--- config.mk ---
export PLATFORM = sky130hd
export DESIGN_NAME = pwmpc_div_step
export DESIGN_NICKNAME = d
export VERILOG_FILES = /design/src/rtl/pwm_prescale_period_calc_defines.svh /design/src/rtl/pwmpc_pkg.sv /design/src/rtl/pwmpc_div_step.sv
export SDC_FILE = /design/constraint.sdc
export NUM_CORES = 1
export LEC_CHECK = 0
export BUFFER_PORTS_ARGS = -buffer_cell sky130_fd_sc_hd__buf_2
export CAP_MARGIN = 25
export CORE_MARGIN = 3
export CORE_UTILIZATION = 57
export CTS_CLUSTER_SIZE = 30
export DETAILED_ROUTE_END_ITERATION = 16
export PLACE_DENSITY = 0.87
export SYNTH_ARGS = -nofsm -noshare
export SYNTH_HDL_FRONTEND = slang
export SYNTH_SLANG_ARGS = --single-unit
export TNS_END_PERCENT = 50
--- constraint.sdc ---
create_clock -name clk -period 17.4 [get_ports clk]
set_clock_uncertainty 0.1 [all_clocks]
set_input_delay 1.74 -clock clk [delete_from_list [all_inputs] [get_ports clk]]
set_output_delay 1.74 -clock clk [all_outputs]
set_load 0.05 [all_outputs]
--- src/rtl/pwm_prescale_period_calc_defines.svh ---
// Assertion macros for the block that checks itself.
`ifndef PWM_PRESCALE_PERIOD_CALC_DEFINES_SVH
`define PWM_PRESCALE_PERIOD_CALC_DEFINES_SVH

// Same-cycle implication, checked at every rising edge outside reset.
`define PWMPC_ASSERT_NOW(label, clk, rst, ante, cons) \
  label: assert property (@(posedge clk) disable iff (rst) (ante) |-> (cons)) \
    else $error("pwmpc same-cycle check failed");

// Next-cycle implication, checked at every rising edge outside reset.
`define PWMPC_ASSERT_NEXT(label, clk, rst, ante, cons) \
  label: assert property (@(posedge clk) disable iff (rst) (ante) |=> (cons)) \
    else $error("pwmpc next-cycle check failed");

`endif

--- src/rtl/pwmpc_pkg.sv ---
`default_nettype none

package pwmpc_pkg;

  localparam int unsigned CODES      = 16;
  localparam int unsigned CODE_W     = 4;
  localparam int unsigned CH_W       = 1;
  localparam int unsigned CHANNELS   = 2;
  localparam int unsigned PERIOD_W   = 31;
  localparam int unsigned PS_W       = 41;
  localparam int unsigned CNT_W      = 16;
  localparam int unsigned TICK_W     = 32;
  // Quotient bits 17..0; bit 17 set means the count saturates.
  localparam int unsigned QW         = 18;
  localparam int unsigned SH_W       = TICK_W + QW - 1;
  localparam int unsigned DIV_STEPS  = 2;
  localparam int unsigned DIV_STAGES = (QW + DIV_STEPS - 1) / DIV_STEPS;
  localparam int unsigned CFG_IDX_W  = 1;
  localparam int unsigned CFG_W      = 16;

  typedef enum logic [CFG_IDX_W-1:0] {
    REG_MAX_CYCLE,
    REG_LEGACY
  } cfg_reg_t;

  typedef enum logic [1:0] {
    ST_OK,
    ST_IGNORED,
    ST_BYPASS,
    ST_NOFIT
  } status_t;

  localparam logic [PERIOD_W-1:0] BYPASS_NS   = 31'd84;
  localparam logic [9:0]          PS_PER_NS   = 10'd1000;
  localparam logic [CNT_W-1:0]    MIN_COUNT   = 16'd2;
  localparam logic [CNT_W-1:0]    MAX_RESET   = 16'hFFFF;
  localparam logic [TICK_W-1:0]   TICK_LEGACY = 32'd3000000000;

  // Tick length in ps per prescaler code at 24 MHz: floor(1e6 * divisor / 24).
  localparam logic [TICK_W-1:0] TICK_PS [CODES] = '{
    32'd5000000,    32'd7500000,    32'd10000000,   32'd15000000,
    32'd20000000,   32'd20000000,   32'd20000000,   32'd20000000,
    32'd500000000,  32'd1000000000, 32'd1500000000, 32'd2000000000,
    32'd3000000000, 32'd3000000000, 32'd3000000000, 32'd41666
  };

  function automatic logic [TICK_W-1:0] tick_of(input logic [CODE_W-1:0] code,
                                                input logic legacy);
    logic [TICK_W-1:0] t;
    t = TICK_PS[code];
    if (code == CODE_W'(CODES - 1) && legacy) t = TICK_LEGACY;
    return t;
  endfunction

  typedef struct packed {
    logic [CH_W-1:0]     channel;
    logic [PERIOD_W-1:0] period_len;
    logic [PERIOD_W-1:0] duty_ns;
  } req_t;

  typedef struct packed {
    status_t             status;
    logic [CH_W-1:0]     channel_out;
    logic [CODE_W-1:0]   prescale_index;
    logic [CNT_W-1:0]    total_ticks;
    logic [CNT_W-1:0]    high_ticks;
  } rsp_t;

  typedef struct packed {
    logic [CH_W-1:0] channel;
    status_t         status;
    logic [PS_W-1:0] period_ps;
    logic [PS_W-1:0] duty_ps;
  } front_t;

  typedef struct packed {
    logic [CH_W-1:0]  channel;
    status_t          status;
    logic [PS_W-1:0]  period_ps;
    logic [PS_W-1:0]  duty_ps;
    logic [CODES-1:0] pass1;
    logic [CODES-1:0] pass2;
  } match_t;

  typedef struct packed {
    logic [CH_W-1:0]   channel;
    status_t           status;
    logic [CODE_W-1:0] code;
    logic [TICK_W-1:0] tick;
    logic [PS_W-1:0]   rem_p;
    logic [PS_W-1:0]   rem_d;
    logic [QW-1:0]     q_p;
    logic [QW-1:0]     q_d;
  } div_t;

endpackage

`default_nettype wire

--- src/rtl/pwmpc_div_step.sv ---
`default_nettype none

module pwmpc_div_step import pwmpc_pkg::*; #(
  parameter int TOP_BIT = 17,
  parameter int STEPS   = 2
) (
  input  wire logic clk,
  input  wire logic load,
  input  wire div_t d,
  output div_t      q
);

  div_t q_next;

  // Resolve STEPS quotient bits of both divisions, highest bit first
  always_comb begin
    logic [SH_W-1:0] trial;
    q_next = d;
    for (int s = 0; s < STEPS; s++) begin
      trial = SH_W'(d.tick) << (TOP_BIT - s);
      if (SH_W'(q_next.rem_p) >= trial) begin
        q_next.rem_p = q_next.rem_p - trial[PS_W-1:0];
        q_next.q_p[TOP_BIT - s] = 1'b1;
      end
      if (SH_W'(q_next.rem_d) >= trial) begin
        q_next.rem_d = q_next.rem_d - trial[PS_W-1:0];
        q_next.q_d[TOP_BIT - s] = 1'b1;
      end
    end
  end

  always_ff @(posedge clk) begin
    if (load) q <= q_next;
  end

endmodule

`default_nettype wire

; ---- Word level (Yosys, flattened, before mapping)
; Cells that the tools add are included.
; Widths: inputs -> output; s select.
[word_totals]
regBits = 157
inputBits = 159
elab_cells = 24
[classes]
addsub = 4
n_lt_le_gt_ge = 4
mux = 4
[op_table]
columns = op, count
row1 = $mux 41, 4
row2 = $sub 41x41->41, 4
row3 = $ge 41x49->1, 2
row4 = $ge 41x48->1, 2

; ---- Logic depth before layout (Yosys ltp)
[logic_depth]
word_depth = 4
mapped_depth = 25

; ---- Least setup slack after synthesis
; OpenSTA, ideal clock, no wires.
[synth_timing]
path_type = input-to-reg
from = input port d[53] (netlist bit)
to = register q[68] (netlist bit), data pin
setup_ns = 0.260
t_arrival_ns = 6.390
required_ns = 17.040
setup_slack_ns = 10.650
path_stages = 22
n_path_buf = 3
path_cell_list = inv_1 ha_1 inv_1 fa_1 a211oi_1 o211ai_1 a21oi_1 a22oi_1 a41oi_2 buf_2 mux2_2 ha_1 nor2b_1 o31a_1 o31ai_1 nand3b_1 a21oi_1 o31a_1 a211o_1 clkbuf_1 buf_2 mux2_2
[synth_lines]
columns = item, line
row1 = from (decl), pwmpc_div_step.sv:9  ; input wire div_t d,
row2 = to (signal assigned), pwmpc_div_step.sv:33  ; if (load) q <= q_next;
row3 = to (decl), pwmpc_div_step.sv:10  ; output div_t q

==> summary.md <==
| Metric | Value |
|---|---|
| Run status | finished clean |
| Met2 wire length | 15700 um |
| Routed wire per std cell | 20.9 um |
| Post-synthesis to final-layout area growth | 22.5% |
| Final net count | 1606 |
| Top-count cell post-synth | sky130_fd_sc_hd__edfxtp_1 |
| MaxCap Viol Count | 0 |
| Netlist area before placement | 10800 um2 |
| Register clock-pin slew on the reported worst setup and hold paths | 0.07 ns |
| Portion of synthesized cell area occupied by the leading cell type | 43.8% |
| Cells after synthesis | 1026 |
| Via density | 6.01 |
| Buf/Inv on CP | 4 |
| Gr ovfl total | 0 |
| Reg area | 4710 um2 |
| Register bank with the most flops | q |
| Gate family responsible for the most delay along the worst path | compound AO/OA/AOI/OAI gates |
| Number of levels in the clock H-tree | 4 |
| Final count of negative-setup-slack endpoints | 0 |
| Initial antenna violation count | 4 |
| Most used DFF post-synth | sky130_fd_sc_hd__edfxtp_1 |
| Achievable Freq | 135 MHz |
| Worst Setup End Kind | flip-flop |
| All-Layer GR Usage | 31.2% |
| Worst-path fanout max | 45 |
| Met3 wire len | 2940 um |
| Final Hold Viols | 0 |
| Ranking of synthesized cells by area | sky130_fd_sc_hd__edfxtp_1 (44%), sky130_fd_sc_hd__ha_1 (11%), sky130_fd_sc_hd__a21oi_1 (4.3%) |
| Largest net degree at the start of global routing | 87 |
| Tightest Hold Check Type | input port to flip-flop |
| Post-synthesis area per instance | 10.5 um2 |
| Number of buffers added by the clock tree synthesis step | 17 |
| Final Hold Slack | 1.39 ns |
| Multi-input gate area in the final layout | 5760 um2 |
| TNS Setup | 0 ns |
| Port Buffers | 315 |
| Post-CTS Hold Buffers | 0 |
| DRT Wirelength | 33200 um |
| Die Y | 143 um |
| Clock sink count | 157 |
| HPWL reported at the end of detailed placement | 26300 um |
| Async set or reset register ratio after synthesis | 0% |
| Count of cell types in the netlist | 68 |
| Post-CTS resize count | 0 |
| Final worst path period share | 42.6% |
| Weighted congestion reported at the end of routability-driven placement | 0.948 |
| Post-route ant nets | 0 |
| Maximum root-to-sink buffer count | 2 |
| Layout cell share with drive strength beyond 1 | 29.3% |
| Pre-Repair DR Iteration Count | 10 |
| Portion of the post-synthesis area used by sequential elements | 43.8% |
| Max reg flops | 157 |
| Critical path startpoint category | input port |
| CP cell instances | buf_2 > inv_1 > fa_1 > a211oi_1 > o211ai_1 > a21oi_1 > a22oi_1 > a41oi_2 > buf_4 > mux2_2 > ha_1 > nor2b_1 > o31a_1 > o31ai_1 > nand3b_1 > a21oi_1 > o31a_1 > a211o_1 > buf_4 > mux2_2 |
| Worst endpoint data arrival time | 7.50 ns |
| Number of synthesized flops with an enable pin | 157 |
| Maximum vdd ir drop | 0.0657 mV |
| Largest stage delay on the critical path | 0.49 ns |
| Yosys warns | 0 |
| Die Footprint | 20600 um2 |
| First-iteration detailed-routing DRC count | 708 |
| Wire length of the first global-routing pass | 49400 um |
| Top routing layer used | met5 |
| CP max stage cell | sky130_fd_sc_hd__fa_1 |
| Width of the die | 143 um |
| Time the worst path needs with I/O delays and setup | 7.42 ns |
| Filler Cells Inserted | 1406 |
| Detailed-routing wirelength on met1 | 13000 um |
| Placement row count | 49 |
| Placeable core region | 18300 um2 |
| Top cells by count, synth | sky130_fd_sc_hd__edfxtp_1 (157), sky130_fd_sc_hd__ha_1 (98), sky130_fd_sc_hd__a21oi_1 (93), sky130_fd_sc_hd__nand2_1 (85), sky130_fd_sc_hd__o21ai_0 (75) |
| Ports | 316 |
| Static leakage | 5.93 nW |
| Total via count in the routed design | 9547 |
| Clock tree root driver cell | sky130_fd_sc_hd__clkbuf_16 |
| Post-CTS Repair Setup Buffers | 0 |
| DRC violations left | 0 |
| Power per cell area | 91.9 nW/um2 |
| Req. time, crit path | 17.48 ns |
| RSZ-0062 raised after global routing | false |
| Transition at the pin with the smallest max-transition slack | 0.684 ns |
| Number of global-route vias before repair | 9229 |
| Seq cells post-synth | 157 |
| Headroom to the max-slew limit | 54.4% |
| Synthesized net count | 1287 |
| Critical Setup Path Class | input port to flip-flop |
| Slew Viols, Final | 0 |
| Top Registers | q: 157 flops |
| Initial standard-cell utilization of the core | 59.0% |
| Yosys top cell by area | sky130_fd_sc_hd__edfxtp_1 |
| TritonCTS clock tree | yes |
-- kinds of logic (layout without fill, tap and decap cells) --
group / Yosys count / count (layout) / share of synthesized area (%)
mux: 40 / 40 / 4.39
other cells: 0 / 3 / 0
simple gates: 254 / 254 / 11.6
buf+inv: 72 / 403 / 2.80
xor+xnor: 81 / 81 / 6.59
compound gates: 320 / 320 / 18.7
fa+ha+maj: 102 / 102 / 12.1
flops: 157 / 157 / 43.8
-- power by group --
group	leakage (nW)	total, mW	switching, mW	internal (mW)
clock network	0.269	0.374	0.172	0.202
logic	4.13	0.381	0.259	0.122
registers	1.54	0.457	0.00762	0.450
total	5.93	1.21	0.439	0.773
-- cells in the final DEF, fill, tap and decap left out, types with 34 or more instances in the layout --
cell                       Yosys  layout
sky130_fd_sc_hd__buf_2         7     314
sky130_fd_sc_hd__edfxtp_1    157     157
sky130_fd_sc_hd__ha_1         98      98
sky130_fd_sc_hd__a21oi_1      93      93
sky130_fd_sc_hd__nand2_1      85      85
sky130_fd_sc_hd__o21ai_0      75      75
sky130_fd_sc_hd__nor2_1       52      52
sky130_fd_sc_hd__inv_1        51      51
sky130_fd_sc_hd__xnor2_1      47      47
sky130_fd_sc_hd__a21o_1       38      38
sky130_fd_sc_hd__xor2_1       34      34
-- worst paths after layout --
path / from / endpoint / slack, ns / cells past startpoint
max: d[119] / q[55] / 9.98 / 20
min: d[30] / q[30] / 1.39 / 1
-- metal layers --
| layer | vias to the layer above | GRT usage (%) |
|---|---|---|
| li1 | 4536 | - |
| met5 | - | 0 |
| met4 | 4 | 14.9 |
| met1 | 4402 | 38.4 |
| met2 | 505 | 52.5 |
| met3 | 100 | 6.46 |
-- cell type report --
cell class / count / share of cell area [%]
antenna: 3 / 0.0569
clock buffer: 17 / 3.23
sequential: 157 / 35.7
timing repair buffer: 321 / 12.5
multi-input combinational: 797 / 43.7
clock inverter: 14 / 1.17
tap: 229 / 2.17
inverter: 51 / 1.45
-- through the flow --
step	instance area, um2	cells	power (mW)	setup WS (ns)	utilization [%]
after floorplan	10800	1026	0.737	10.65	-
after global placement	12600	1554	0.836	9.87	68.8
after detailed placement	12600	1554	0.840	9.64	68.8
after CTS	13200	1585	1.21	10.08	72.0
after global routing	13200	1588	1.26	9.60	72.2
final	13200	1589	1.21	9.98	72.2
(Power assumes the default switching activity.)
