==> src/rtl/pwm_prescale_period_calc_defines.svh <==
// Assertion macros for the block that checks itself.
`ifndef PWM_PRESCALE_PERIOD_CALC_DEFINES_SVH
`define PWM_PRESCALE_PERIOD_CALC_DEFINES_SVH

// Same-cycle implication, checked at every rising edge outside reset.
`define PWMPC_ASSERT_NOW(label, clk, rst, ante, cons) \
  label: assert property (@(posedge clk) disable iff (rst) (ante) |-> (cons)) \
    else $error("pwmpc same-cycle check failed");

// Next-cycle implication, checked at every rising edge outside reset.
`define PWMPC_ASSERT_NEXT(label, clk, rst, ante, cons) \
  label: assert property (@(posedge clk) disable iff (rst) (ante) |=> (cons)) \
    else $error("pwmpc next-cycle check failed");

`endif

==> src/rtl/pwmpc_pkg.sv <==
`default_nettype none

package pwmpc_pkg;

  localparam int unsigned CODES      = 16;
  localparam int unsigned CODE_W     = 4;
  localparam int unsigned CH_W       = 1;
  localparam int unsigned CHANNELS   = 2;
  localparam int unsigned PERIOD_W   = 31;
  localparam int unsigned PS_W       = 41;
  localparam int unsigned CNT_W      = 16;
  localparam int unsigned TICK_W     = 32;
  // Quotient bits 17..0; bit 17 set means the count saturates.
  localparam int unsigned QW         = 18;
  localparam int unsigned SH_W       = TICK_W + QW - 1;
  localparam int unsigned DIV_STEPS  = 2;
  localparam int unsigned DIV_STAGES = (QW + DIV_STEPS - 1) / DIV_STEPS;
  localparam int unsigned CFG_IDX_W  = 1;
  localparam int unsigned CFG_W      = 16;

  typedef enum logic [CFG_IDX_W-1:0] {
    REG_MAX_CYCLE,
    REG_LEGACY
  } cfg_reg_t;

  typedef enum logic [1:0] {
    ST_OK,
    ST_IGNORED,
    ST_BYPASS,
    ST_NOFIT
  } status_t;

  localparam logic [PERIOD_W-1:0] BYPASS_NS   = 31'd84;
  localparam logic [9:0]          PS_PER_NS   = 10'd1000;
  localparam logic [CNT_W-1:0]    MIN_COUNT   = 16'd2;
  localparam logic [CNT_W-1:0]    MAX_RESET   = 16'hFFFF;
  localparam logic [TICK_W-1:0]   TICK_LEGACY = 32'd3000000000;

  // Tick length in ps per prescaler code at 24 MHz: floor(1e6 * divisor / 24).
  localparam logic [TICK_W-1:0] TICK_PS [CODES] = '{
    32'd5000000,    32'd7500000,    32'd10000000,   32'd15000000,
    32'd20000000,   32'd20000000,   32'd20000000,   32'd20000000,
    32'd500000000,  32'd1000000000, 32'd1500000000, 32'd2000000000,
    32'd3000000000, 32'd3000000000, 32'd3000000000, 32'd41666
  };

  function automatic logic [TICK_W-1:0] tick_of(input logic [CODE_W-1:0] code,
                                                input logic legacy);
    logic [TICK_W-1:0] t;
    t = TICK_PS[code];
    if (code == CODE_W'(CODES - 1) && legacy) t = TICK_LEGACY;
    return t;
  endfunction

  typedef struct packed {
    logic [CH_W-1:0]     channel;
    logic [PERIOD_W-1:0] period_len;
    logic [PERIOD_W-1:0] duty_ns;
  } req_t;

  typedef struct packed {
    status_t             status;
    logic [CH_W-1:0]     channel_out;
    logic [CODE_W-1:0]   prescale_index;
    logic [CNT_W-1:0]    total_ticks;
    logic [CNT_W-1:0]    high_ticks;
  } rsp_t;

  typedef struct packed {
    logic [CH_W-1:0] channel;
    status_t         status;
    logic [PS_W-1:0] period_ps;
    logic [PS_W-1:0] duty_ps;
  } front_t;

  typedef struct packed {
    logic [CH_W-1:0]  channel;
    status_t          status;
    logic [PS_W-1:0]  period_ps;
    logic [PS_W-1:0]  duty_ps;
    logic [CODES-1:0] pass1;
    logic [CODES-1:0] pass2;
  } match_t;

  typedef struct packed {
    logic [CH_W-1:0]   channel;
    status_t           status;
    logic [CODE_W-1:0] code;
    logic [TICK_W-1:0] tick;
    logic [PS_W-1:0]   rem_p;
    logic [PS_W-1:0]   rem_d;
    logic [QW-1:0]     q_p;
    logic [QW-1:0]     q_d;
  } div_t;

endpackage

`default_nettype wire

==> src/rtl/pwmpc_select.sv <==
`default_nettype none

module pwmpc_select import pwmpc_pkg::*; (
  input  wire logic   clk,
  input  wire logic   load,
  input  wire logic   legacy_soc,
  input  wire match_t m,
  output div_t        d
);

  div_t d_next;

  // Take the highest passing code, first pass before fallback, and seed the division
  always_comb begin
    logic [CODES-1:0]  hits;
    logic [CODE_W-1:0] code;
    logic [TICK_W-1:0] tick;
    hits = (m.pass1 != '0) ? m.pass1 : m.pass2;
    code = '0;
    for (int i = 0; i < CODES; i++) begin
      if (hits[i]) code = CODE_W'(i);
    end
    tick = tick_of(code, legacy_soc);
    d_next.channel = m.channel;
    d_next.status  = m.status;
    if (m.status == ST_OK && hits == '0) d_next.status = ST_NOFIT;
    d_next.code  = code;
    d_next.tick  = tick;
    // Add half a tick so the truncating division rounds to nearest
    d_next.rem_p = m.period_ps + PS_W'(tick[TICK_W-1:1]);
    d_next.rem_d = m.duty_ps + PS_W'(tick[TICK_W-1:1]);
    d_next.q_p   = '0;
    d_next.q_d   = '0;
  end

  always_ff @(posedge clk) begin
    if (load) d <= d_next;
  end

endmodule

`default_nettype wire

==> config.mk <==
export PLATFORM = sky130hd
export DESIGN_NAME = pwmpc_select
export DESIGN_NICKNAME = d
export VERILOG_FILES = /design/src/rtl/pwm_prescale_period_calc_defines.svh /design/src/rtl/pwmpc_pkg.sv /design/src/rtl/pwmpc_select.sv
export SDC_FILE = /design/constraint.sdc
export NUM_CORES = 1
export LEC_CHECK = 0
export BUFFER_PORTS_ARGS = -buffer_cell sky130_fd_sc_hd__buf_4
export CAP_MARGIN = 20
export CORE_MARGIN = 3
export CORE_UTILIZATION = 25
export DETAILED_ROUTE_END_ITERATION = 6
export HOLD_SLACK_MARGIN = 0.06
export MAX_ROUTING_LAYER = met4
export PLACE_DENSITY = 0.44
export SYNTH_ARGS = -nofsm -noshare
export SYNTH_HDL_FRONTEND = slang
export SYNTH_SLANG_ARGS = --single-unit
==> constraint.sdc <==
create_clock -name clk -period 11.15 [get_ports clk]
set_input_delay 2.23 -clock clk [delete_from_list [all_inputs] [get_ports clk]]
set_output_delay 2.23 -clock clk [all_outputs]
set_load 0.01 [all_outputs]
Yosys cells after proc, flatten, opt, wreduce, memory -nomap -nowiden:

Memories as Yosys holds them, arrays and structs flattened.
Cells that the tools add are included.

* bitwise gates (word level): 1
* magnitude comparators: 1
* muxes and demuxes: 19
* eq/ne operators: 1
* add/sub/neg operators: 2
* reductions and logical operators: 5

Operator list (count)
* $mux 32: 3
* $add 41x31->41: 2
* $mux 4: 14
* $logic_not 16->1: 1
* $mux 16: 1
* $reduce_bool 16->1: 1
* $ge 5x5->1 const B: 1
* $not 4->5: 1
* $eq 4x4->1 const B: 1
* $logic_and 1x1->1: 2
* $logic_not 2->1: 1
* $mux 1: 1

* register bits after elaboration: 121
* memories: 1
* output and inout port bits: 157
* word-level logic and storage cells: 37
* bits of input ports: 120
* bits in read-only memories: 512

Memory list
* (name not given): words 16, bits a word 32, read ports 1, clocked after Yosys merged registers in 0, wr ports 0, line pwmpc_pkg.sv:50 `t = TICK_PS[code];`

Depth between registers and ports, before layout:

* depth in word-level cells: 23
* mapped depth: 24
* gate-level depth less buffers: 22

Least setup slack after synthesis:

Ideal clock, no wire load.

* path kind: input-to-reg
* start: input port m[25] in the netlist's numbering
* end: register d[66] in the netlist's numbering, data pin
* path slack: 4.130 ns
* data arrival time: 6.755 ns
* cell stages on the path: 24
* data required time: 10.885 ns
* cell sequence: nor4_1 > and4_1 > buf_6 > buf_8 > a21oi_1 > a211oi_1 > o21ai_0 > a31o_2 > nand3_1 > nand3_1 > ha_1 > and3_1 > clkbuf_1 > a21oi_1 > nand2_1 > ha_1 > a21o_1 > a21o_1 > a2111oi_0 > a21oi_1 > a211oi_1 > o31a_1 > o21ai_0 > xor2_1

RTL lines
* start: declaration: line pwmpc_select.sv:7 `input wire match_t m,`
* end signal: assignment: line pwmpc_select.sv:37 `if (load) d <= d_next;`
* end: declaration: line pwmpc_select.sv:8 `output div_t d`

==> metrics <==
Ys Warns=0; WP buf/inv=1; TritonCTS Buffers=17; setup repair bufs after CTS=0; final hold violation count=0; worst slew pin tran=approximately 1000 ps; Min Hold Slack=between 1500 and 2000 ps; die area=roughly 34,000 sq um; first-pass detailed-route iteration total=4; Final ANT Viol Nets=0; All-Layer GR Usage=~15%; Die Y=183.5 microns; CTS Hold Bufs=0; CTS Buffer Depth=2; Worst EP arrival=8490 ps; Syn-to-layout area delta=32.63%; Period minus WS final=around 8300 ps; Avg Inst Size Synth=10.46 sq um; number of DRC markers in iteration 0=345; Final Util=33.90%; CTS sink cnt=about 120; total number of vias=6,547; Final Cycle Share=around three quarters; IO Count=between 200 and 300; max-slew violations=0; max_cap viols=0; CTS tree=built; CTS resizes=0; Syn Inst Count=~750; GPL Wtd Cong=0.8360; Max Freq=0.1199 GHz; root buffer cell=clkbuf_16; antenna violations before repair=0; final wirelength=around 26,000 microns; Slowest-stage cell, CP=nor4_1; EDFF count, synth=~120; Setup TNS=0 ps; Storage cell area=between 3000 and 4000 sq um; met2 usage=24.55%; Setup crit end=d[103]$_DFFE_PP_; count of cell types in the netlist=66; Detailed Place HPWL=slightly above 20,000 microns; Worst EP required=approximately 11,000 ps; layout cell share with drive strength beyond 1=28.83%; crit end category=flop; GRT busiest layer=met2; Int Pwr=around 0.0011 W; Placed Cells=roughly 1,400; RSZ-0062 raised after global routing=false; Yosys reg bits=about 120; crit-path max FO=18; critical path's top delay family=compound AO/OA/AOI/OAI gates; biggest registers after layout=d: 116 flops; met3 Track Usage GR=under 10%; worst hold path type=primary input to flop; switching share of total power=between 30% and 40%; htree depth=4; Crit path depth=21; Starting Density=approximately a quarter; IO Port Bufs=236; total gr overflow=0; sequential element share of the synthesized area=44.20%; maximum VDD drop=between 0.09 and 0.1 mV; crit-path max cell delay=710 ps; worst-path cell chain=buf_4 > nor4_1 > and4_1 > a21oi_1 > a211oi_1 > o21ai_0 > a31o_2 > nand3_1 > nand3_1 > ha_1 > and3_1 > nor4_1 > ha_1 > nor3_1 > a2111oi_2 > o2111ai_1 > a2111oi_2 > o22ai_1 > o21ai_0 > a21oi_1 > xnor2_1; drt via density=roughly 4.7; most flop-heavy register=d; Pleak=between 4 and 5 nW; CP Launch Point=m[29]; sequential share of power=37.6%; first-pass GRT wire length=between 30,000 and 40,000 microns; # nets final=about 1,200; Switching Power=~0.00047 W; met1 usage in global routing=roughly 20%; row count=64; Cell Area, Synth=7880 sq um; core area=30,830 sq um; Comb power frac=between 20% and 30%; vias in the first global route=about 6,500; FILL cells=approximately 3,200; largest net degree at the start of global routing=between 60 and 70; Clk pwr share=between 30% and 40%; residual DRC count=0; hold path cells=1; Final Non-Filler Cells=1,403; PD cells=146.6 nW/um^2; post-DR wirelength/cell=between 15 and 20 microns; relative slew slack=30.78%; Setup crit start kind=primary input; clk slew on worst S/H paths=roughly 60 ps; max reg flops=approximately 120; Crit Path Class=primary input to flop; Die Width=between 150 and 200 microns; Main synth FF type=edfxtp_1; final setup vio count=0; Multi-input gate area=between 4000 and 5000 sq um; outcome=complete, no violations; asr flop ratio synth=0%
==> cells in the final DEF (no fill, tap or decap), types with 15 or more instances in the layout <==
master       n
xor2_1      28
nor2_1      44
a21oi_1     78
nor3_1      15
nand3_1     23
ha_1        64
buf_4      237
a21o_1      31
edfxtp_1   116
o21ai_0     33
clkbuf_16   17
conb_1      40
xnor2_1     48
nand2_1     49
==> power by group through the flow <==
| stage | Clock (W) | Combinational [W] | Sequential, W |
|---|---|---|---|
| 2_1_floorplan | 0 | 0.000221 | 0.000614 |
| 3_3_place_gp | 0 | 0.000447 | 0.000587 |
| 3_5_place_dp | 0 | 0.000444 | 0.000586 |
| 4_1_cts | 0.000532 | 0.000447 | 0.000578 |
| 5_1_grt | 0.000549 | 0.000486 | 0.000582 |
| 6_report | 0.000515 | 0.000441 | 0.000577 |
==> worst min path at each step <==
stage / startpoint / to / slack, ps
floorplan: m[116] / d[156]$_DFFE_PP_ / 2330
global placement: m[116] / d[156]$_DFFE_PP_ / 2410
detailed placement: m[116] / d[156]$_DFFE_PP_ / 2410
CTS: m[116] / d[156]$_DFFE_PP_ / 1970
global route: m[116] / d[156]$_DFFE_PP_ / 1980
finish: m[116] / d[156]$_DFFE_PP_ / 2000
==> logic make-up after synthesis <==
kind of cell               synth area share, %
AOI/OAI and AO/OA                        17.66
and+or+nand+nor                          13.86
DFF                                      44.20
xor gates and xnor gates                 8.447
buffers and inverters                    5.621
adders and majority gates                10.16
other                                  0.04759
==> cell usage after synthesis (all sizes together) (7+ instances only) <==
| cell type | n | share of area, % |
|---|---|---|
| edfxtp | 116 | 44 |
| a21oi | 79 | 5.2 |
| ha | 64 | 10 |
| nand2 | 50 | 2.4 |
| xnor2 | 48 | 5.3 |
| buf | 45 | 4.4 |
| nor2 | 45 | 2.2 |
| o21ai | 36 | 2.3 |
| a21o | 35 | 3.4 |
| xor2 | 28 | 3.1 |
| nand3 | 23 | 1.5 |
| inv | 16 | 0.79 |
| nor3 | 15 | 0.95 |
| nand4 | 14 | 1.3 |
| and3 | 12 | 0.95 |
| a211oi | 11 | 1.1 |
| and2 | 10 | 0.79 |
| clkbuf | 10 | 0.48 |
| nand2b | 8 | 0.64 |
| o21a | 8 | 0.76 |
| nor4 | 7 | 0.56 |
==> through the flow <==
step	instance area, sq um	setup slack, ps	power (W)
after floorplan	8026	4130	0.0008351
after global placement	9921	2447	0.001033
after detailed placement	9921	2381	0.001030
after CTS	10450	2807	0.001557
after global routing	10450	2260	0.001617
final	10450	2813	0.001532
==> final cells by class <==
class                           count  area share [%]
Tap cell                          396           4.741
Antenna cell                        1         0.02394
Inverter                           16          0.5986
Clock buffer                       21           4.214
Clock inverter                     11          0.8380
Timing Repair Buffer              237           17.02
Sequential cell                   116           33.33
Multi-Input combinational cell    605           39.23
==> per-layer routing <==
| layer | vias to the layer above | routed length [microns] | part of all wire (%) |
|---|---|---|---|
| met4 | 0 | 209 | 0.82 |
| met5 | - | 0 | 0 |
| met2 | 225 | 12080 | 47 |
| met3 | 16 | 1417 | 5.5 |
| li1 | 3241 | - | - |
| met1 | 3065 | 11830 | 46 |
Power figures use the tool's default switching activity.
