<file path="src/rtl/pwm_prescale_period_calc_defines.svh">
// Assertion macros for the block that checks itself.
`ifndef PWM_PRESCALE_PERIOD_CALC_DEFINES_SVH
`define PWM_PRESCALE_PERIOD_CALC_DEFINES_SVH

// Same-cycle implication, checked at every rising edge outside reset.
`define PWMPC_ASSERT_NOW(label, clk, rst, ante, cons) \
  label: assert property (@(posedge clk) disable iff (rst) (ante) |-> (cons)) \
    else $error("pwmpc same-cycle check failed");

// Next-cycle implication, checked at every rising edge outside reset.
`define PWMPC_ASSERT_NEXT(label, clk, rst, ante, cons) \
  label: assert property (@(posedge clk) disable iff (rst) (ante) |=> (cons)) \
    else $error("pwmpc next-cycle check failed");

`endif

</file>
<file path="src/rtl/pwmpc_pkg.sv">
`default_nettype none

package pwmpc_pkg;

  localparam int unsigned CODES      = 16;
  localparam int unsigned CODE_W     = 4;
  localparam int unsigned CH_W       = 1;
  localparam int unsigned CHANNELS   = 2;
  localparam int unsigned PERIOD_W   = 31;
  localparam int unsigned PS_W       = 41;
  localparam int unsigned CNT_W      = 16;
  localparam int unsigned TICK_W     = 32;
  // Quotient bits 17..0; bit 17 set means the count saturates.
  localparam int unsigned QW         = 18;
  localparam int unsigned SH_W       = TICK_W + QW - 1;
  localparam int unsigned DIV_STEPS  = 2;
  localparam int unsigned DIV_STAGES = (QW + DIV_STEPS - 1) / DIV_STEPS;
  localparam int unsigned CFG_IDX_W  = 1;
  localparam int unsigned CFG_W      = 16;

  typedef enum logic [CFG_IDX_W-1:0] {
    REG_MAX_CYCLE,
    REG_LEGACY
  } cfg_reg_t;

  typedef enum logic [1:0] {
    ST_OK,
    ST_IGNORED,
    ST_BYPASS,
    ST_NOFIT
  } status_t;

  localparam logic [PERIOD_W-1:0] BYPASS_NS   = 31'd84;
  localparam logic [9:0]          PS_PER_NS   = 10'd1000;
  localparam logic [CNT_W-1:0]    MIN_COUNT   = 16'd2;
  localparam logic [CNT_W-1:0]    MAX_RESET   = 16'hFFFF;
  localparam logic [TICK_W-1:0]   TICK_LEGACY = 32'd3000000000;

  // Tick length in ps per prescaler code at 24 MHz: floor(1e6 * divisor / 24).
  localparam logic [TICK_W-1:0] TICK_PS [CODES] = '{
    32'd5000000,    32'd7500000,    32'd10000000,   32'd15000000,
    32'd20000000,   32'd20000000,   32'd20000000,   32'd20000000,
    32'd500000000,  32'd1000000000, 32'd1500000000, 32'd2000000000,
    32'd3000000000, 32'd3000000000, 32'd3000000000, 32'd41666
  };

  function automatic logic [TICK_W-1:0] tick_of(input logic [CODE_W-1:0] code,
                                                input logic legacy);
    logic [TICK_W-1:0] t;
    t = TICK_PS[code];
    if (code == CODE_W'(CODES - 1) && legacy) t = TICK_LEGACY;
    return t;
  endfunction

  typedef struct packed {
    logic [CH_W-1:0]     channel;
    logic [PERIOD_W-1:0] period_len;
    logic [PERIOD_W-1:0] duty_ns;
  } req_t;

  typedef struct packed {
    status_t             status;
    logic [CH_W-1:0]     channel_out;
    logic [CODE_W-1:0]   prescale_index;
    logic [CNT_W-1:0]    total_ticks;
    logic [CNT_W-1:0]    high_ticks;
  } rsp_t;

  typedef struct packed {
    logic [CH_W-1:0] channel;
    status_t         status;
    logic [PS_W-1:0] period_ps;
    logic [PS_W-1:0] duty_ps;
  } front_t;

  typedef struct packed {
    logic [CH_W-1:0]  channel;
    status_t          status;
    logic [PS_W-1:0]  period_ps;
    logic [PS_W-1:0]  duty_ps;
    logic [CODES-1:0] pass1;
    logic [CODES-1:0] pass2;
  } match_t;

  typedef struct packed {
    logic [CH_W-1:0]   channel;
    status_t           status;
    logic [CODE_W-1:0] code;
    logic [TICK_W-1:0] tick;
    logic [PS_W-1:0]   rem_p;
    logic [PS_W-1:0]   rem_d;
    logic [QW-1:0]     q_p;
    logic [QW-1:0]     q_d;
  } div_t;

endpackage

`default_nettype wire

</file>
<file path="src/rtl/pwmpc_match.sv">
`default_nettype none

module pwmpc_match import pwmpc_pkg::*; (
  input  wire logic              clk,
  input  wire logic              load,
  input  wire logic [CNT_W-1:0]  max_cycle_count,
  input  wire logic              legacy_soc,
  input  wire front_t            f,
  output match_t                 m
);

  // Per-code bounds: q >= max/2 <=> p >= (max/2)*t ; q <= max <=> p < (max+1)*t
  logic [SH_W-1:0] lo_thr [CODES];
  logic [SH_W-1:0] hi_thr [CODES];
  match_t          m_next;

  // Track the configuration; the user must change it only while the pipeline is empty (not enforced here)
  always_ff @(posedge clk) begin
    for (int i = 0; i < CODES; i++) begin
      lo_thr[i] <= SH_W'(max_cycle_count >> 1) * SH_W'(tick_of(CODE_W'(i), legacy_soc));
      hi_thr[i] <= SH_W'({1'b0, max_cycle_count} + 17'd1) *
                   SH_W'(tick_of(CODE_W'(i), legacy_soc));
    end
  end

  // Test every code in its own lane
  always_comb begin
    logic [SH_W-1:0] p;
    logic [SH_W-1:0] t;
    p = SH_W'(f.period_ps);
    m_next.channel   = f.channel;
    m_next.status    = f.status;
    m_next.period_ps = f.period_ps;
    m_next.duty_ps   = f.duty_ps;
    for (int i = 0; i < CODES; i++) begin
      t = SH_W'(tick_of(CODE_W'(i), legacy_soc));
      m_next.pass1[i] = (p >= t) && (p >= lo_thr[i]) && (p < hi_thr[i]);
      m_next.pass2[i] = (p >= (t << 1)) && (p < hi_thr[i]);
    end
  end

  always_ff @(posedge clk) begin
    if (load) m <= m_next;
  end

endmodule

`default_nettype wire

</file>
<file path="config.mk">
export PLATFORM = sky130hd
export DESIGN_NAME = pwmpc_match
export DESIGN_NICKNAME = d
export VERILOG_FILES = /design/src/rtl/pwm_prescale_period_calc_defines.svh /design/src/rtl/pwmpc_pkg.sv /design/src/rtl/pwmpc_match.sv
export SDC_FILE = /design/constraint.sdc
export NUM_CORES = 2
export LEC_CHECK = 0
export BUFFER_PORTS_ARGS = -buffer_cell sky130_fd_sc_hd__buf_4
export CAP_MARGIN = 20
export CORE_MARGIN = 8
export CORE_UTILIZATION = 55
export CTS_CLUSTER_DIAMETER = 120
export CTS_CLUSTER_SIZE = 16
export DETAILED_ROUTE_END_ITERATION = 12
export GPL_TIMING_DRIVEN = 0
export PLACE_DENSITY = 0.76
export SYNTH_ARGS = -nofsm -noshare
export SYNTH_HDL_FRONTEND = slang
export SYNTH_SLANG_ARGS = --single-unit
</file>
<file path="constraint.sdc">
create_clock -name clk -period 9.6 [get_ports clk]
set_clock_uncertainty 0.2 [all_clocks]
set_input_delay 0.96 -clock clk [delete_from_list [all_inputs] [get_ports clk]]
set_output_delay 0.96 -clock clk [all_outputs]
set_load 0.1 [all_outputs]
</file>
; ---- Word level (Yosys, flattened, before mapping)
; Memories as Yosys holds them, arrays and structs flattened.
; Cells that the tools add are included.
[word_totals]
input_bits = 104
out_inout_bits = 117
register_bits = 117
mem_count = 2
ram_bits = 1536
[memory_table]
columns = memory, depth, width, read_ports, rd_clocked_by_memory_dff, write_ports, line_no
row1 = hi_thr, 16, 49, 16, 0, 16, pwmpc_match.sv:14  ; logic [SH_W-1:0] hi_thr [CODES];
row2 = lo_thr, 16, 47, 16, 0, 16, pwmpc_match.sv:13  ; logic [SH_W-1:0] lo_thr [CODES];
[classes]
order_cmp = 48
add_sub_neg = 1
n_mux = 1
multipliers = 22
n_reduce_logical = 48
[op_table]
columns = operator, count
row1 = 41-bit by 49-bit >= comparator with 1-bit output, 16
row2 = 41-bit by 49-bit < comparator with 1-bit output, 16
row3 = 15-bit by 21-bit multiplier with 36-bit output (second input constant), 3
row4 = 15-bit by 17-bit multiplier with 32-bit output (second input constant), 3
row5 = 41-bit by 23-bit >= comparator with 1-bit output (second input constant), 2
row6 = 41-bit by 24-bit >= comparator with 1-bit output (second input constant), 2
row7 = 41-bit by 25-bit >= comparator with 1-bit output (second input constant), 2
row8 = 41-bit by 31-bit >= comparator with 1-bit output (second input constant), 2
row9 = 41-bit by 32-bit >= comparator with 1-bit output (second input constant), 2
row10 = 15-bit by 23-bit multiplier with 38-bit output (second input constant), 2
row11 = 15-bit by 18-bit multiplier with 33-bit output (second input constant), 2
row12 = 17-bit by 32-bit multiplier with 49-bit output, 1
row13 = 49-bit by 17-bit multiplier with 41-bit output (second input constant), 1
row14 = 49-bit by 17-bit multiplier with 42-bit output (second input constant), 1
row15 = 49-bit by 17-bit multiplier with 43-bit output (second input constant), 1
row16 = 49-bit by 18-bit multiplier with 43-bit output (second input constant), 1
row17 = 49-bit by 18-bit multiplier with 44-bit output (second input constant), 1
row18 = 49-bit by 21-bit multiplier with 39-bit output (second input constant), 1
row19 = 49-bit by 21-bit multiplier with 40-bit output (second input constant), 1
row20 = 49-bit by 21-bit multiplier with 41-bit output (second input constant), 1
row21 = 49-bit by 23-bit multiplier with 40-bit output (second input constant), 1
row22 = 49-bit by 23-bit multiplier with 41-bit output (second input constant), 1
row23 = 1-bit logical AND, 48
row24 = 15-bit by 32-bit multiplier with 47-bit output, 1
row25 = other kinds (8), 8

; ---- Logic depth before layout (Yosys ltp)
[logic_depth]
ltp_word = 4
mapped_depth = 33
ltp_nobuf = 32

; ---- Worst setup path before layout
; OpenSTA, ideal clock, no wires.
[synth_path]
path_type = in2reg
startpoint = input port max_cycle_count[2]
endpoint = memory hi_thr[1][391] in the netlist's numbering
cell_stages = 31
slack_ns = 0.002
setup_ns = 0.131
arrival_time_ns = 9.267
cell_sequence = ha_1 -> nand3_1 -> nor3_1 -> nand4_1 -> nor2_1 -> clkinv_1 -> nor2_1 -> ha_1 -> inv_1 -> ha_1 -> inv_1 -> fa_1 -> fa_1 -> fa_1 -> inv_1 -> fa_1 -> inv_1 -> fa_1 -> inv_1 -> ha_1 -> clkbuf_1 -> a21o_1 -> a21o_1 -> a21oi_1 -> o21ai_0 -> nor2_1 -> o41ai_1 -> a221o_1 -> a221o_1 -> a21oi_1 -> xnor2_1
[synth_rtl]
columns = item, line_no
row1 = "start, declared", pwmpc_match.sv:6  ; input wire logic [CNT_W-1:0] max_cycle_count,
row2 = "end, declared", pwmpc_match.sv:14

==> results.sh <==
export IMPL_status="finished clean"
export IMPL_ys_ff_latch=481
export IMPL_syn_to_final_growth_pct=7.787
export IMPL_period_share_pct=97.56
export IMPL_ios=221
export IMPL_critPathLaunchType="input port"
export IMPL_cp_slowest_stage_delay_ps=560
export IMPL_setup_ws_ps=234.3
export IMPL_cts_tree="yes"
export IMPL_overflow=0
export IMPL_synth_top_cells_by_area="ha_1, fa_1, inv_1"
export IMPL_cellPowerDensity_nw_per_um2=384.0
export IMPL_firstDrtPassIters=10
export IMPL_drc_errors=0
export IMPL_synth_async_sr_flop_share_pct=0
export IMPL_cts_path_max_buffers=3
export IMPL_avgRoutedWirePerCell_microns=24.22
export IMPL_fin_nets=12519
export IMPL_die_y_microns=411.7
export IMPL_h_tree_depth=2
export IMPL_worst_r2r_cell_count=12
export IMPL_grt_max_degree=59
export IMPL_grt_pass1_wl_microns=411400
export IMPL_hp_class="in2reg"
export IMPL_slowest_stage="fa_1"
export IMPL_cts_buffers=42
export IMPL_drt_total_wl_microns=273300
export IMPL_whs_path_depth=1
export IMPL_io_buffers=220
export IMPL_viasPerCell=5.901
export IMPL_dp_slack_ps=-2803
export IMPL_ant_nets=0
export IMPL_worstPathArrival_ps=9690
export IMPL_final_hold_viol_count=0
export IMPL_rsz0062_at_grt="no"
export IMPL_track_usage_pct=31.88
export IMPL_antenna_found_initial=20
export IMPL_nFillCells=13246
export IMPL_drt_iter0_drc=5645
export IMPL_syn_area_per_cell_sq_um=9.707
export IMPL_timing_reg2reg_setup_slack_ps=5370
export IMPL_place_congestion=1.007
export IMPL_synth_top_area_share_pct=31.08
export IMPL_path_class="in2reg"
export IMPL_die_area_sq_um=169500
export IMPL_synth_edf_count=107
export IMPL_tightest_slew_ps=1259
export IMPL_fin_util_pct=59.56
export IMPL_hpwl_microns=219400
export IMPL_maxClockFrequency_mhz=106.8
export IMPL_postSynthCellCount=8872
export IMPL_maxSlewHeadroom_pct=15.41
export IMPL_drive_gt1_share_pct=4.826
export IMPL_seq_area_frac_synth_pct=12.43
export IMPL_vdd_drop_max_v=0.0003219
export IMPL_synth_top_cell_by_area="ha_1"
export IMPL_coreArea_sq_um=155800
export IMPL_row_count=145
export IMPL_endpoint_kind="register"
export IMPL_layoutNonFillerInstCount=11285
export IMPL_initial_core_util_pct=55.26
export IMPL_cp_required_ps=9930
export IMPL_path_clk_slew_ps=80
export IMPL_setup_violations_final=0
export IMPL_vias=66588
export IMPL_period_minus_slack_ps=9366
export IMPL_crit_top_cell="fa_1"
export IMPL_worstSkewPairLatency_ps=680
export IMPL_maxCapViolCount=0
export IMPL_hold_buffers=0
export IMPL_ys_warn_count=0
export IMPL_worst_path_max_fanout=19
export IMPL_power_leakage_nw=51.10
export IMPL_power_mw=35.64
export IMPL_drv_slew=0
export IMPL_clock_sinks=481
export IMPL_grt_pass1_vias=69742
export IMPL_dp_cells=11186
export IMPL_clockRootBuffer="clkbuf_16"
export IMPL_netlist_area_sq_um=86120
export IMPL_synth_ff_type="dfxtp_1"
export IMPL_synth_cell_types=74
export IMPL_die_w_microns=411.7
worst max-delay path, delay by kind of cell:
kind | cells | cell delay (ps)
fa+ha+maj | 8 | 3760
compound gates | 7 | 1660
simple gates | 6 | 1470
buf+inv | 8 | 1340
xor+xnor | 2 | 430
layout make-up:
cell class | count | area [sq um] | area share (%)
diodes | 7 | 17.52 | 0.01887
multi-input cells | 6309 | 67870 | 73.12
clock buffers | 58 | 1184 | 1.275
plain buffers | 78 | 340.3 | 0.3666
clock inverters | 13 | 185.2 | 0.1995
inverters | 2009 | 7569 | 8.154
repair buffers | 272 | 2385 | 2.569
well taps | 2058 | 2575 | 2.774
flip-flops and latches | 481 | 10700 | 11.53
cells by family (layout without fill, tap and decap cells):
kind of cell,count (synthesis),count (layout),share of synthesized area (%)
AOI/OAI and AO/OA,1596,1596,12.02
xor gates and xnor gates,338,338,3.438
adders and majority gates,3222,3222,56.25
buffers and inverters,2088,2430,9.145
DFF,481,481,12.43
muxes,2,2,0.02325
other,2,15,0.008721
and+or+nand+nor,1143,1143,6.683
cells in the final DEF (no fill, tap or decap), drive strengths merged, types with 21 or more instances in the layout:
| cell | count |
|---|---|
| xnor2 | 249 |
| buf | 286 |
| ha | 2139 |
| a21oi | 475 |
| o21ai | 253 |
| or3 | 21 |
| or2 | 27 |
| and3 | 33 |
| inv | 2007 |
| o31ai | 27 |
| nand2 | 221 |
| nor3 | 74 |
| xor2 | 89 |
| fa | 1083 |
| clkbuf | 122 |
| nor2 | 292 |
| edfxtp | 107 |
| dfxtp | 374 |
| o21a | 61 |
| nand4 | 164 |
| a21o | 427 |
| nor2b | 59 |
| nand2b | 66 |
| o211ai | 29 |
| a211oi | 49 |
| nor4 | 30 |
| nand3 | 95 |
| a31oi | 42 |
| a2111oi | 31 |
| o21bai | 44 |
routing by layer:
layer	routed length (microns)	GRT usage [%]
met5	89	0
met4	16830	16.43
met3	28410	9.214
met2	121100	50.81
met1	106800	39.35
repair_timing:
action / CTS / global route
buffers inserted: 9 / 10
endpoints found under the setup margin: 104 / 21
resized for setup: 34 / 28
pin swaps: 2 / 6
cell usage after synthesis, types with 11 or more instances:
cell type and n:
nand3_1 95, o21a_1 61, a31oi_1 42, nor2b_1 59, nor3_1 74, nand2_1 221
nor4_1 30, and4_1 11, o31ai_1 27, o211ai_1 29, xnor2_1 249, clkbuf_1 66
ha_1 2139, a21o_1 427, dfxtp_1 374, a21oi_1 475, edfxtp_1 107, and3_1 33
a31o_2 18, nand2b_1 66, o2111ai_1 11, a2111oi_0 31, a211o_1 17, and2_1 14
or4_1 15, or3_1 19, o21ai_0 253, or2_2 26, inv_1 2008, nand4_1 164
nor2_1 292, o21bai_1 44, a211oi_1 49, xor2_1 89, a21boi_0 12, fa_1 1083
report_power, final:
part	total (mW)	switching, mW	leakage [nW]	internal [mW]
clock network	1.83	0.916	0.664	0.913
logic	30.3	17.5	46.2	12.8
registers	3.54	0.249	4.19	3.29
metrics by stage:
step	instance area (sq um)	TNS, ps	hold WS, ps
floorplan	86140	0	368.9
global placement	90370	-507680	425.0
detailed placement	91010	-173000	425.5
CTS	92590	0	241.4
global route	92810	0	251.0
finish	92820	0	274.6
worst paths after layout:
| kind | startpoint | endpoint |
|---|---|---|
| worst max-delay path | max_cycle_count[5] | hi_thr[1][391]$_DFF_P_ |
| worst min-delay path | f[31] | m[63]$_DFFE_PP_ |
| worst max register to register | hi_thr[1][304]$_DFF_P_ | m[26]$_DFFE_PP_ |
| worst min register to register | lo_thr[1][186]$_DFF_P_ | m[24]$_DFFE_PP_ |
sequential cells by signal, summed over array words and instances, names as in the netlist:
signal / cells
hi_thr: 196
lo_thr: 178
m: 107
Note: power is estimated with default switching activity, not from simulation.
