===== src/rtl/pwm_prescale_period_calc_defines.svh =====
// Assertion macros for the block that checks itself.
`ifndef PWM_PRESCALE_PERIOD_CALC_DEFINES_SVH
`define PWM_PRESCALE_PERIOD_CALC_DEFINES_SVH

// Same-cycle implication, checked at every rising edge outside reset.
`define PWMPC_ASSERT_NOW(label, clk, rst, ante, cons) \
  label: assert property (@(posedge clk) disable iff (rst) (ante) |-> (cons)) \
    else $error("pwmpc same-cycle check failed");

// Next-cycle implication, checked at every rising edge outside reset.
`define PWMPC_ASSERT_NEXT(label, clk, rst, ante, cons) \
  label: assert property (@(posedge clk) disable iff (rst) (ante) |=> (cons)) \
    else $error("pwmpc next-cycle check failed");

`endif


===== src/rtl/pwmpc_pkg.sv =====
`default_nettype none

package pwmpc_pkg;

  localparam int unsigned CODES      = 16;
  localparam int unsigned CODE_W     = 4;
  localparam int unsigned CH_W       = 1;
  localparam int unsigned CHANNELS   = 2;
  localparam int unsigned PERIOD_W   = 31;
  localparam int unsigned PS_W       = 41;
  localparam int unsigned CNT_W      = 16;
  localparam int unsigned TICK_W     = 32;
  // Quotient bits 17..0; bit 17 set means the count saturates.
  localparam int unsigned QW         = 18;
  localparam int unsigned SH_W       = TICK_W + QW - 1;
  localparam int unsigned DIV_STEPS  = 2;
  localparam int unsigned DIV_STAGES = (QW + DIV_STEPS - 1) / DIV_STEPS;
  localparam int unsigned CFG_IDX_W  = 1;
  localparam int unsigned CFG_W      = 16;

  typedef enum logic [CFG_IDX_W-1:0] {
    REG_MAX_CYCLE,
    REG_LEGACY
  } cfg_reg_t;

  typedef enum logic [1:0] {
    ST_OK,
    ST_IGNORED,
    ST_BYPASS,
    ST_NOFIT
  } status_t;

  localparam logic [PERIOD_W-1:0] BYPASS_NS   = 31'd84;
  localparam logic [9:0]          PS_PER_NS   = 10'd1000;
  localparam logic [CNT_W-1:0]    MIN_COUNT   = 16'd2;
  localparam logic [CNT_W-1:0]    MAX_RESET   = 16'hFFFF;
  localparam logic [TICK_W-1:0]   TICK_LEGACY = 32'd3000000000;

  // Tick length in ps per prescaler code at 24 MHz: floor(1e6 * divisor / 24).
  localparam logic [TICK_W-1:0] TICK_PS [CODES] = '{
    32'd5000000,    32'd7500000,    32'd10000000,   32'd15000000,
    32'd20000000,   32'd20000000,   32'd20000000,   32'd20000000,
    32'd500000000,  32'd1000000000, 32'd1500000000, 32'd2000000000,
    32'd3000000000, 32'd3000000000, 32'd3000000000, 32'd41666
  };

  function automatic logic [TICK_W-1:0] tick_of(input logic [CODE_W-1:0] code,
                                                input logic legacy);
    logic [TICK_W-1:0] t;
    t = TICK_PS[code];
    if (code == CODE_W'(CODES - 1) && legacy) t = TICK_LEGACY;
    return t;
  endfunction

  typedef struct packed {
    logic [CH_W-1:0]     channel;
    logic [PERIOD_W-1:0] period_len;
    logic [PERIOD_W-1:0] duty_ns;
  } req_t;

  typedef struct packed {
    status_t             status;
    logic [CH_W-1:0]     channel_out;
    logic [CODE_W-1:0]   prescale_index;
    logic [CNT_W-1:0]    total_ticks;
    logic [CNT_W-1:0]    high_ticks;
  } rsp_t;

  typedef struct packed {
    logic [CH_W-1:0] channel;
    status_t         status;
    logic [PS_W-1:0] period_ps;
    logic [PS_W-1:0] duty_ps;
  } front_t;

  typedef struct packed {
    logic [CH_W-1:0]  channel;
    status_t          status;
    logic [PS_W-1:0]  period_ps;
    logic [PS_W-1:0]  duty_ps;
    logic [CODES-1:0] pass1;
    logic [CODES-1:0] pass2;
  } match_t;

  typedef struct packed {
    logic [CH_W-1:0]   channel;
    status_t           status;
    logic [CODE_W-1:0] code;
    logic [TICK_W-1:0] tick;
    logic [PS_W-1:0]   rem_p;
    logic [PS_W-1:0]   rem_d;
    logic [QW-1:0]     q_p;
    logic [QW-1:0]     q_d;
  } div_t;

endpackage

`default_nettype wire


===== src/rtl/pwmpc_front.sv =====
`default_nettype none

module pwmpc_front import pwmpc_pkg::*; (
  input  wire logic   clk,
  input  wire logic   load,
  input  wire logic   legacy_soc,
  input  wire req_t   r,
  output front_t      f
);

  front_t f_next;

  // Classify the request and scale both times to picoseconds
  always_comb begin
    f_next.channel   = r.channel;
    f_next.period_ps = PS_W'(r.period_len) * PS_W'(PS_PER_NS);
    f_next.duty_ps   = PS_W'(r.duty_ns) * PS_W'(PS_PER_NS);
    if (r.period_len == '0 || r.duty_ns == '0 ||
        {{(32-CH_W){1'b0}}, r.channel} >= 32'(CHANNELS)) begin
      f_next.status = ST_IGNORED;
    end else if (!legacy_soc && r.period_len < BYPASS_NS) begin
      f_next.status = ST_BYPASS;
    end else begin
      f_next.status = ST_OK;
    end
  end

  always_ff @(posedge clk) begin
    if (load) f <= f_next;
  end

endmodule

`default_nettype wire


===== config.mk =====
export PLATFORM = sky130hd
export DESIGN_NAME = pwmpc_front
export DESIGN_NICKNAME = d
export VERILOG_FILES = /design/src/rtl/pwm_prescale_period_calc_defines.svh /design/src/rtl/pwmpc_pkg.sv /design/src/rtl/pwmpc_front.sv
export SDC_FILE = /design/constraint.sdc
export NUM_CORES = 1
export LEC_CHECK = 0
export BUFFER_PORTS_ARGS = -buffer_cell sky130_fd_sc_hd__buf_2
export CORE_MARGIN = 2
export CORE_UTILIZATION = 45
export DETAILED_ROUTE_END_ITERATION = 10
export GPL_TIMING_DRIVEN = 0
export PLACE_DENSITY = 0.74
export SLEW_MARGIN = 20
export SYNTH_ARGS = -nofsm -noshare
export SYNTH_HDL_FRONTEND = slang
export SYNTH_SLANG_ARGS = --single-unit

===== constraint.sdc =====
create_clock -name clk -period 5.65 [get_ports clk]
set_clock_uncertainty 0.15 [all_clocks]
set_input_delay 0.2825 -clock clk [delete_from_list [all_inputs] [get_ports clk]]
set_output_delay 0.2825 -clock clk [all_outputs]
set_load 0.02 [all_outputs]

# After elaboration in Yosys (flattened, before gate mapping)
# Index checks and enable logic that the tools add are counted.
[word_totals]
regBits = 79
out_inout_bits = 85
inputBits = 66
[op_classes]
reduce_logical = 5
mul = 2
n_mux = 1
magnitude_cmp = 1
[ops]
columns = ["operator", "count"]
rows = [
  ["multiplier 31 x 7 -> 38 bit, second input constant", 2],
  ["zero test 31 bit", 2],
  ["< comparator 31 x 7 -> 1 bit, second input constant", 1],
  ["2-to-1 mux 2 bit", 1],
  ["logical AND 1 bit", 1],
  ["zero test 1 bit", 1],
  ["logical OR 1 bit", 1],
]

# Depth between registers and ports, before layout
# Gate-level depths: netlist (run 1).
[depth]
depth_word = 3
mapped_depth = 19
ltp_nobuf = 18

# Worst setup path before layout (run 1)
# Ideal clock, no wire load.
[synth_timing]
kind = "input to register"
start = "input r[36] (netlist name)"
end = "register f[76] (netlist name) (data pin)"
cell_stages = 15
arrival_ps = 4364
path_buffers = 0
path_slack_ps = 874
setup_ps = 262
cell_sequence = "inv_1 > fa_1 > fa_1 > fa_1 > fa_1 > inv_1 > ha_1 > a211oi_1 > o211ai_1 > a221oi_2 > o21ai_2 > a41oi_1 > o311a_1 > o211ai_2 > xor2_1"
[synth_rtl]
columns = ["item", "line", "text"]
rows = [
  ["from (decl)", "pwmpc_front.sv:7", "input wire req_t r,"],
  ["to (signal assigned)", "pwmpc_front.sv:29", "if (load) f <= f_next;"],
  ["to (decl)", "pwmpc_front.sv:8", "output front_t f"],
]

==> flow_metrics.py, run 1 <==
metrics = {
    "sta": {
        "totalNegativeSetupSlack_ns": 0,
        "fmax_ghz": 0.189,
        "maxSlewHeadroom_pct": 46.3,
        "drv_slew": 0,
        "rsz0062_at_grt": "false",
        "tightest_slew_ns": 0.798,
        "min_period_over_period_pct": 93.7,
        "fin_crit_ns": 5.29,
        "setup_viol": 0,
        "hold_viol_final": 0,
    },
    "yosys": {
        "yosys.area.top_type_share_pct": 32.8,
        "ys_ff_latch": 79,
        "syn_inst": 1337,
        "synth-edff-count": 79,
        "synth_area_mm2": 0.0139,
        "synthDistinctLibCells": 64,
        "synth-seq-area-share_pct": 17.1,
        "netlist.top_cell.by_area": "fa_1",
        "yosysWarnings": 0,
        "synthFlopType": "edfxtp_1",
        "avgSynthCellArea_um2": 10.4,
        "synth_area_leaders": "fa_1, ha_1, edfxtp_1, inv_1, xnor2_1",
        "async_flop_share_pct": 0,
    },
    "route": {
        "wl_met3_um": 1870,
        "m1WireLength_um": 13600,
        "ant_nets": 0,
        "vias_per_cell": 5.14,
        "wl_um": 30000,
        "top_layer": "met4",
        "wl_per_cell_um": 15.8,
        "num_vias": 9757,
        "drt-initial-drc-count": 471,
        "drc": 0,
        "route.met2.wl_um": 14200,
        "first_pass_iters": 5,
    },
    "pwr": {
        "powerDensity_mw_per_mm2": 602,
        "irDropWorstVdd_uv": 439,
        "leakage_uw": 0.00772,
    },
    "global_routing": {
        "track_usage_pct": 19.5,
        "grt.overflow.total": 0,
        "grt_pass1_vias": 10437,
        "antenna_found_initial": 0,
        "grt_pass1_wl_um": 51500,
        "grt_max_degree": 53,
    },
    "finish": {
        "fin_cells": 1899,
        "regArea_mm2": 0.00237,
        "n_fill_cell": 2812,
        "final_cell_mix": "inv_1, fa_1, ha_1",
        "antenna_cells": 0,
        "layout_commonest_cell": "inv_1",
        "area_growth_pct": 11.2,
        "multi_input_area_mm2": 0.0102,
        "reg_top3": "f x79",
        "largest_register_ffs": 79,
        "num-nets-final": 2007,
        "top_register": "f",
        "layout-drive-gt1-share_pct": 12.1,
    },
    "hold_path": {
        "hold_class": "primary input to flop",
    },
    "setup_path": {
        "required_ns": 5.57,
        "crit_path_start_kind": "primary input",
        "critPathMaxFanout": 6,
        "cp.arrival_ns": 5.21,
        "worstSetupEndpointType": "flop",
        "path_class": "primary input to flop",
    },
    "outcome": {
        "status": "finished clean",
    },
    "floorplanning": {
        "start_util_pct": 45.6,
        "dieHeight_um": 180,
        "die_x_um": 180,
        "core-area_mm2": 0.0305,
        "dieArea_mm2": 0.0323,
        "num_rows": 64,
        "io_pins": 151,
    },
    "cts": {
        "tritoncts": "yes",
        "clock-sinks": 79,
        "clock_path_buffers": 2,
        "clk_pin_slew_ns": 0.06,
        "cts_root_buffer": "clkbuf_16",
        "postCtsSetupBuffers": 0,
        "htree_levels": 3,
        "cts_buffers": 9,
    },
    "place": {
        "gp_congestion": 0.923,
        "place_inst": 1883,
        "dp_hpwl_um": 26000,
        "numPortBuffers": 144,
    },
    "run": {
        "maxCapViolCount": 0,
    },
}
[worst max-delay path, cell delays in order]
cell and delay (ns):
buf_2 0.15, fa_1 0.58, inv_1 0.07, fa_1 0.56
fa_1 0.44, fa_1 0.49, inv_1 0.04, ha_1 0.32
o21ai_0 0.26, nor2_1 0.13, o311ai_0 0.67, nand2_1 0.26
a21boi_2 0.37, nor4b_1 0.12, nor4_1 0.34, xnor2_1 0.12
[per-layer routing]
metal,global-route usage [%],vias up
met5,0,-
met4,3.22,0
met3,4.03,25
met2,31.8,245
met1,27.2,4831
li1,-,4656
[synth_stat cells, types with 2 or more instances]
master and count:
inv_1 328, fa_1 228, ha_1 214, edfxtp_1 79
a21oi_1 63, nand2_1 51, xnor2_1 42, nor2_1 37
a21o_1 32, o21ai_0 31, clkbuf_1 23, nand4_1 23
xor2_1 23, nand3_1 20, a31oi_1 12, o21bai_1 11
and3_1 10, o21a_1 8, a211oi_1 7, o211ai_1 7
buf_4 6, nand2b_1 6, nor2b_1 6, and2_1 5
nor3_1 5, a211o_1 4, o2111ai_1 4, a2111oi_0 3
nor4_1 3, o221ai_1 3, or2_2 3, a41oi_1 2
and4_1 2, buf_2 2, mux2i_1 2, nor4b_1 2
o21ai_1 2, o311a_1 2
[worst paths after layout]
check  start               to  slack [ns]  cells after the start
max    r[31]  f[79]$_DFFE_PP_        0.36                     16
min     r[1]   f[4]$_DFFE_PP_        0.06                      1
[per-stage QoR]
stage / setup slack [ns] / util, % / cell area, µm² / hold WS (ns) / power (µW)
floorplan: 0.874 / - / 13900 / 0.231 / 6960
global placement: 0.180 / 49.6 / 15100 / 0.313 / 8560
detailed placement: 0.108 / 49.7 / 15200 / 0.313 / 8720
CTS: 0.458 / 50.7 / 15500 / 0.0459 / 9370
global route: 0.109 / 50.7 / 15500 / 0.0503 / 10400
finish: 0.358 / 50.7 / 15500 / 0.0632 / 9320
[final cells by class]
type	instances	share of cell area [%]
Buffer	31	0.914
Clock buffer	10	1.48
Clock inverter	5	0.380
Inverter	328	7.96
Multi-Input combinational cell	904	65.8
Sequential cell	79	15.3
Tap cell	396	3.20
Timing Repair Buffer	146	4.92
[cells by family after synthesis]
group	Yosys count	share of synthesized area, %
xor gates and xnor gates	65	4.09
other	1	0.0270
muxes	2	0.144
adders and majority gates	442	52.1
AOI/OAI and AO/OA	214	10.6
and+or+nand+nor	175	6.17
DFF	79	17.1
buffers and inverters	359	9.87
[report_power, final]
group / internal (µW) / switching [µW] / leakage [µW]
Combinational: 2940 / 4410 / 0.00681
Sequential: 1290 / 112 / 0.000773
Clock: 341 / 231 / 0.000135
[repair_timing]
item | in CTS | in global routing
hold buffers | 1 | 0
endpoints found under the hold margin | 1 | 0
gates resized for setup | 0 | 0
Note: power is estimated with default switching activity, not from simulation.
==> run 2, diff against run 1 <==
--- a/config.mk
+++ b/config.mk
@@ -5,12 +5,13 @@
 export SDC_FILE = /design/constraint.sdc
 export NUM_CORES = 1
 export LEC_CHECK = 0
-export BUFFER_PORTS_ARGS = -buffer_cell sky130_fd_sc_hd__buf_2
+export BUFFER_PORTS_ARGS = -buffer_cell sky130_fd_sc_hd__buf_4
 export CORE_MARGIN = 2
 export CORE_UTILIZATION = 45
 export DETAILED_ROUTE_END_ITERATION = 10
 export GPL_TIMING_DRIVEN = 0
 export PLACE_DENSITY = 0.74
+export SKIP_CTS_REPAIR_TIMING = 1
 export SLEW_MARGIN = 20
 export SYNTH_ARGS = -nofsm -noshare
 export SYNTH_HDL_FRONTEND = slang
==> run 2 against run 1 <==
Clock power rose by 2%. Critical endpoint is now f[39]$_DFFE_PP_. Cell area rose by 2.1%. Largest power group unchanged. Sequential power barely moved.
==> flow_metrics.py, run 2 (synthesis gave the netlist of run 1 again) <==
metrics = {
    "floorplanning": {
        "core-area_mm2": 0.0305,
        "dieHeight_um": 180,
        "dieArea_mm2": 0.0323,
        "start_util_pct": 45.6,
        "die_x_um": 180,
        "num_rows": 64,
        "io_pins": 151,
    },
    "finish": {
        "reg_top3": "f x79",
        "multi_input_area_mm2": 0.0102,
        "top_register": "f",
        "regArea_mm2": 0.00237,
        "layout_commonest_cell": "inv_1",
        "final_util_pct": 51.8,
        "antenna_cells": 0,
        "area_growth_pct": 13.6,
        "num-nets-final": 2006,
        "n_fill_cell": 2757,
        "final_cell_mix": "inv_1, fa_1, ha_1",
        "largest_register_ffs": 79,
        "layout-drive-gt1-share_pct": 12.1,
    },
    "pwr": {
        "powerDensity_mw_per_mm2": 602,
        "irDropWorstVdd_uv": 411,
        "leakage_uw": 0.00783,
    },
    "sta": {
        "min_period_over_period_pct": 92.0,
        "setup_viol": 0,
        "totalNegativeSetupSlack_ns": 0,
        "drv_slew": 0,
        "fin_crit_ns": 5.20,
        "hold_viol_final": 0,
        "maxSlewHeadroom_pct": 29.2,
        "fmax_ghz": 0.192,
        "rsz0062_at_grt": "false",
        "tightest_slew_ns": 1.06,
    },
    "global_routing": {
        "grt.overflow.total": 0,
        "grt_pass1_wl_um": 51300,
        "antenna_found_initial": 0,
        "grt_pass1_vias": 10415,
        "track_usage_pct": 19.4,
        "grt_max_degree": 80,
    },
    "route": {
        "first_pass_iters": 5,
        "drc": 0,
        "wl_per_cell_um": 15.7,
        "drt-initial-drc-count": 604,
        "ant_nets": 0,
        "vias_per_cell": 5.19,
        "num_vias": 9856,
        "wl_um": 29800,
    },
    "run": {
        "maxCapViolCount": 0,
    },
    "setup_path": {
        "cp.depth": 16,
        "endpoint": "f[39]$_DFFE_PP_",
        "cp.arrival_ns": 5.13,
        "critPathTopFamily": "adder cells",
        "critPathBufInv": 4,
        "path_class": "primary input to flop",
        "crit_path_start_kind": "primary input",
        "cpMaxStageDelayCell": "fa_1",
        "path_cells": "buf_4, inv_1, fa_1, fa_1, fa_1, fa_1, inv_1, ha_1, clkbuf_1, o2111ai_1, a31oi_1, o2111ai_1, a31oi_1, a31oi_1, a21oi_1, xor2_1",
        "required_ns": 5.58,
        "crit_start": "r[12]",
        "critPathMaxFanout": 9,
        "worst_path_most_repeated_cell": "fa_1",
        "max_stage_delay_ns": 0.54,
        "worstSetupEndpointType": "flop",
    },
    "hold_path": {
        "hold_class": "primary input to flop",
    },
    "outcome": {
        "status": "finished clean",
    },
    "place": {
        "gp_congestion": 0.931,
        "numPortBuffers": 144,
        "dp_hpwl_um": 25700,
    },
    "cts": {
        "clock_path_buffers": 2,
        "clk_pin_slew_ns": 0.06,
        "cts_buffers": 9,
        "cts_root_buffer": "clkbuf_16",
        "htree_levels": 3,
        "clock-sinks": 79,
        "tritoncts": "yes",
    },
}
==> run 2: cell count changes in the layout (fill, tap and decap cells not counted), sizes merged <==
cell	previous run	this run
buf	153	152
==> run 2: worst min-delay path by stage <==
stage           from         endpoint  slack, ns  cells after the start
2_1_floorplan   r[0]   f[3]$_DFFE_PP_       0.23                      0
3_3_place_gp   r[62]  f[84]$_DFFE_PP_       0.31                      1
3_5_place_dp   r[62]  f[84]$_DFFE_PP_       0.32                      1
4_1_cts        r[62]  f[84]$_DFFE_PP_      -0.04                      1
5_1_grt         r[1]   f[4]$_DFFE_PP_       0.02                      1
6_report       r[32]  f[45]$_DFFE_PP_       0.03                      1
==> run 2: per-layer routing <==
layer / vias up / GRT usage, % / part of all wire [%]
met4: 0 / 2.57 / 0.82
met5: - / 0 / 0
li1: 4641 / - / -
met2: 270 / 32.1 / 47
met1: 4925 / 27.1 / 46
met3: 20 / 4.03 / 6.3
==> run 2: area by class of cell <==
cell class | count | share of cell area, %
Multi-Input combinational cell | 904 | 64.4
Sequential cell | 79 | 15.0
Inverter | 328 | 7.79
Timing Repair Buffer | 145 | 6.90
Tap cell | 396 | 3.14
Clock buffer | 10 | 1.45
Buffer | 31 | 0.895
Clock inverter | 5 | 0.372
==> run 2: power by group <==
part | internal (µW) | leakage (µW) | switching (µW) | total, µW
registers | 1290 | 0.000773 | 126 | 1420
logic | 3090 | 0.00692 | 4420 | 7510
clock network | 341 | 0.000135 | 243 | 584
total | 4720 | 0.00783 | 4790 | 9510
==> run 2: through the flow <==
| stage | instances | setup WS [ns] | instance area (µm²) | hold WS [ns] | total power, µW |
|---|---|---|---|---|---|
| CTS | 1897 | 0.481 | 15800 | -0.0382 | 9540 |
| global route | 1898 | 0.134 | 15800 | 0.0182 | 10600 |
| global placement | 1882 | 0.191 | 15500 | 0.313 | 8760 |
| finish | 1898 | 0.449 | 15800 | 0.0282 | 9510 |
| detailed placement | 1882 | 0.134 | 15500 | 0.317 | 8890 |
| floorplan | 1342 | 0.874 | 13900 | 0.231 | 6960 |
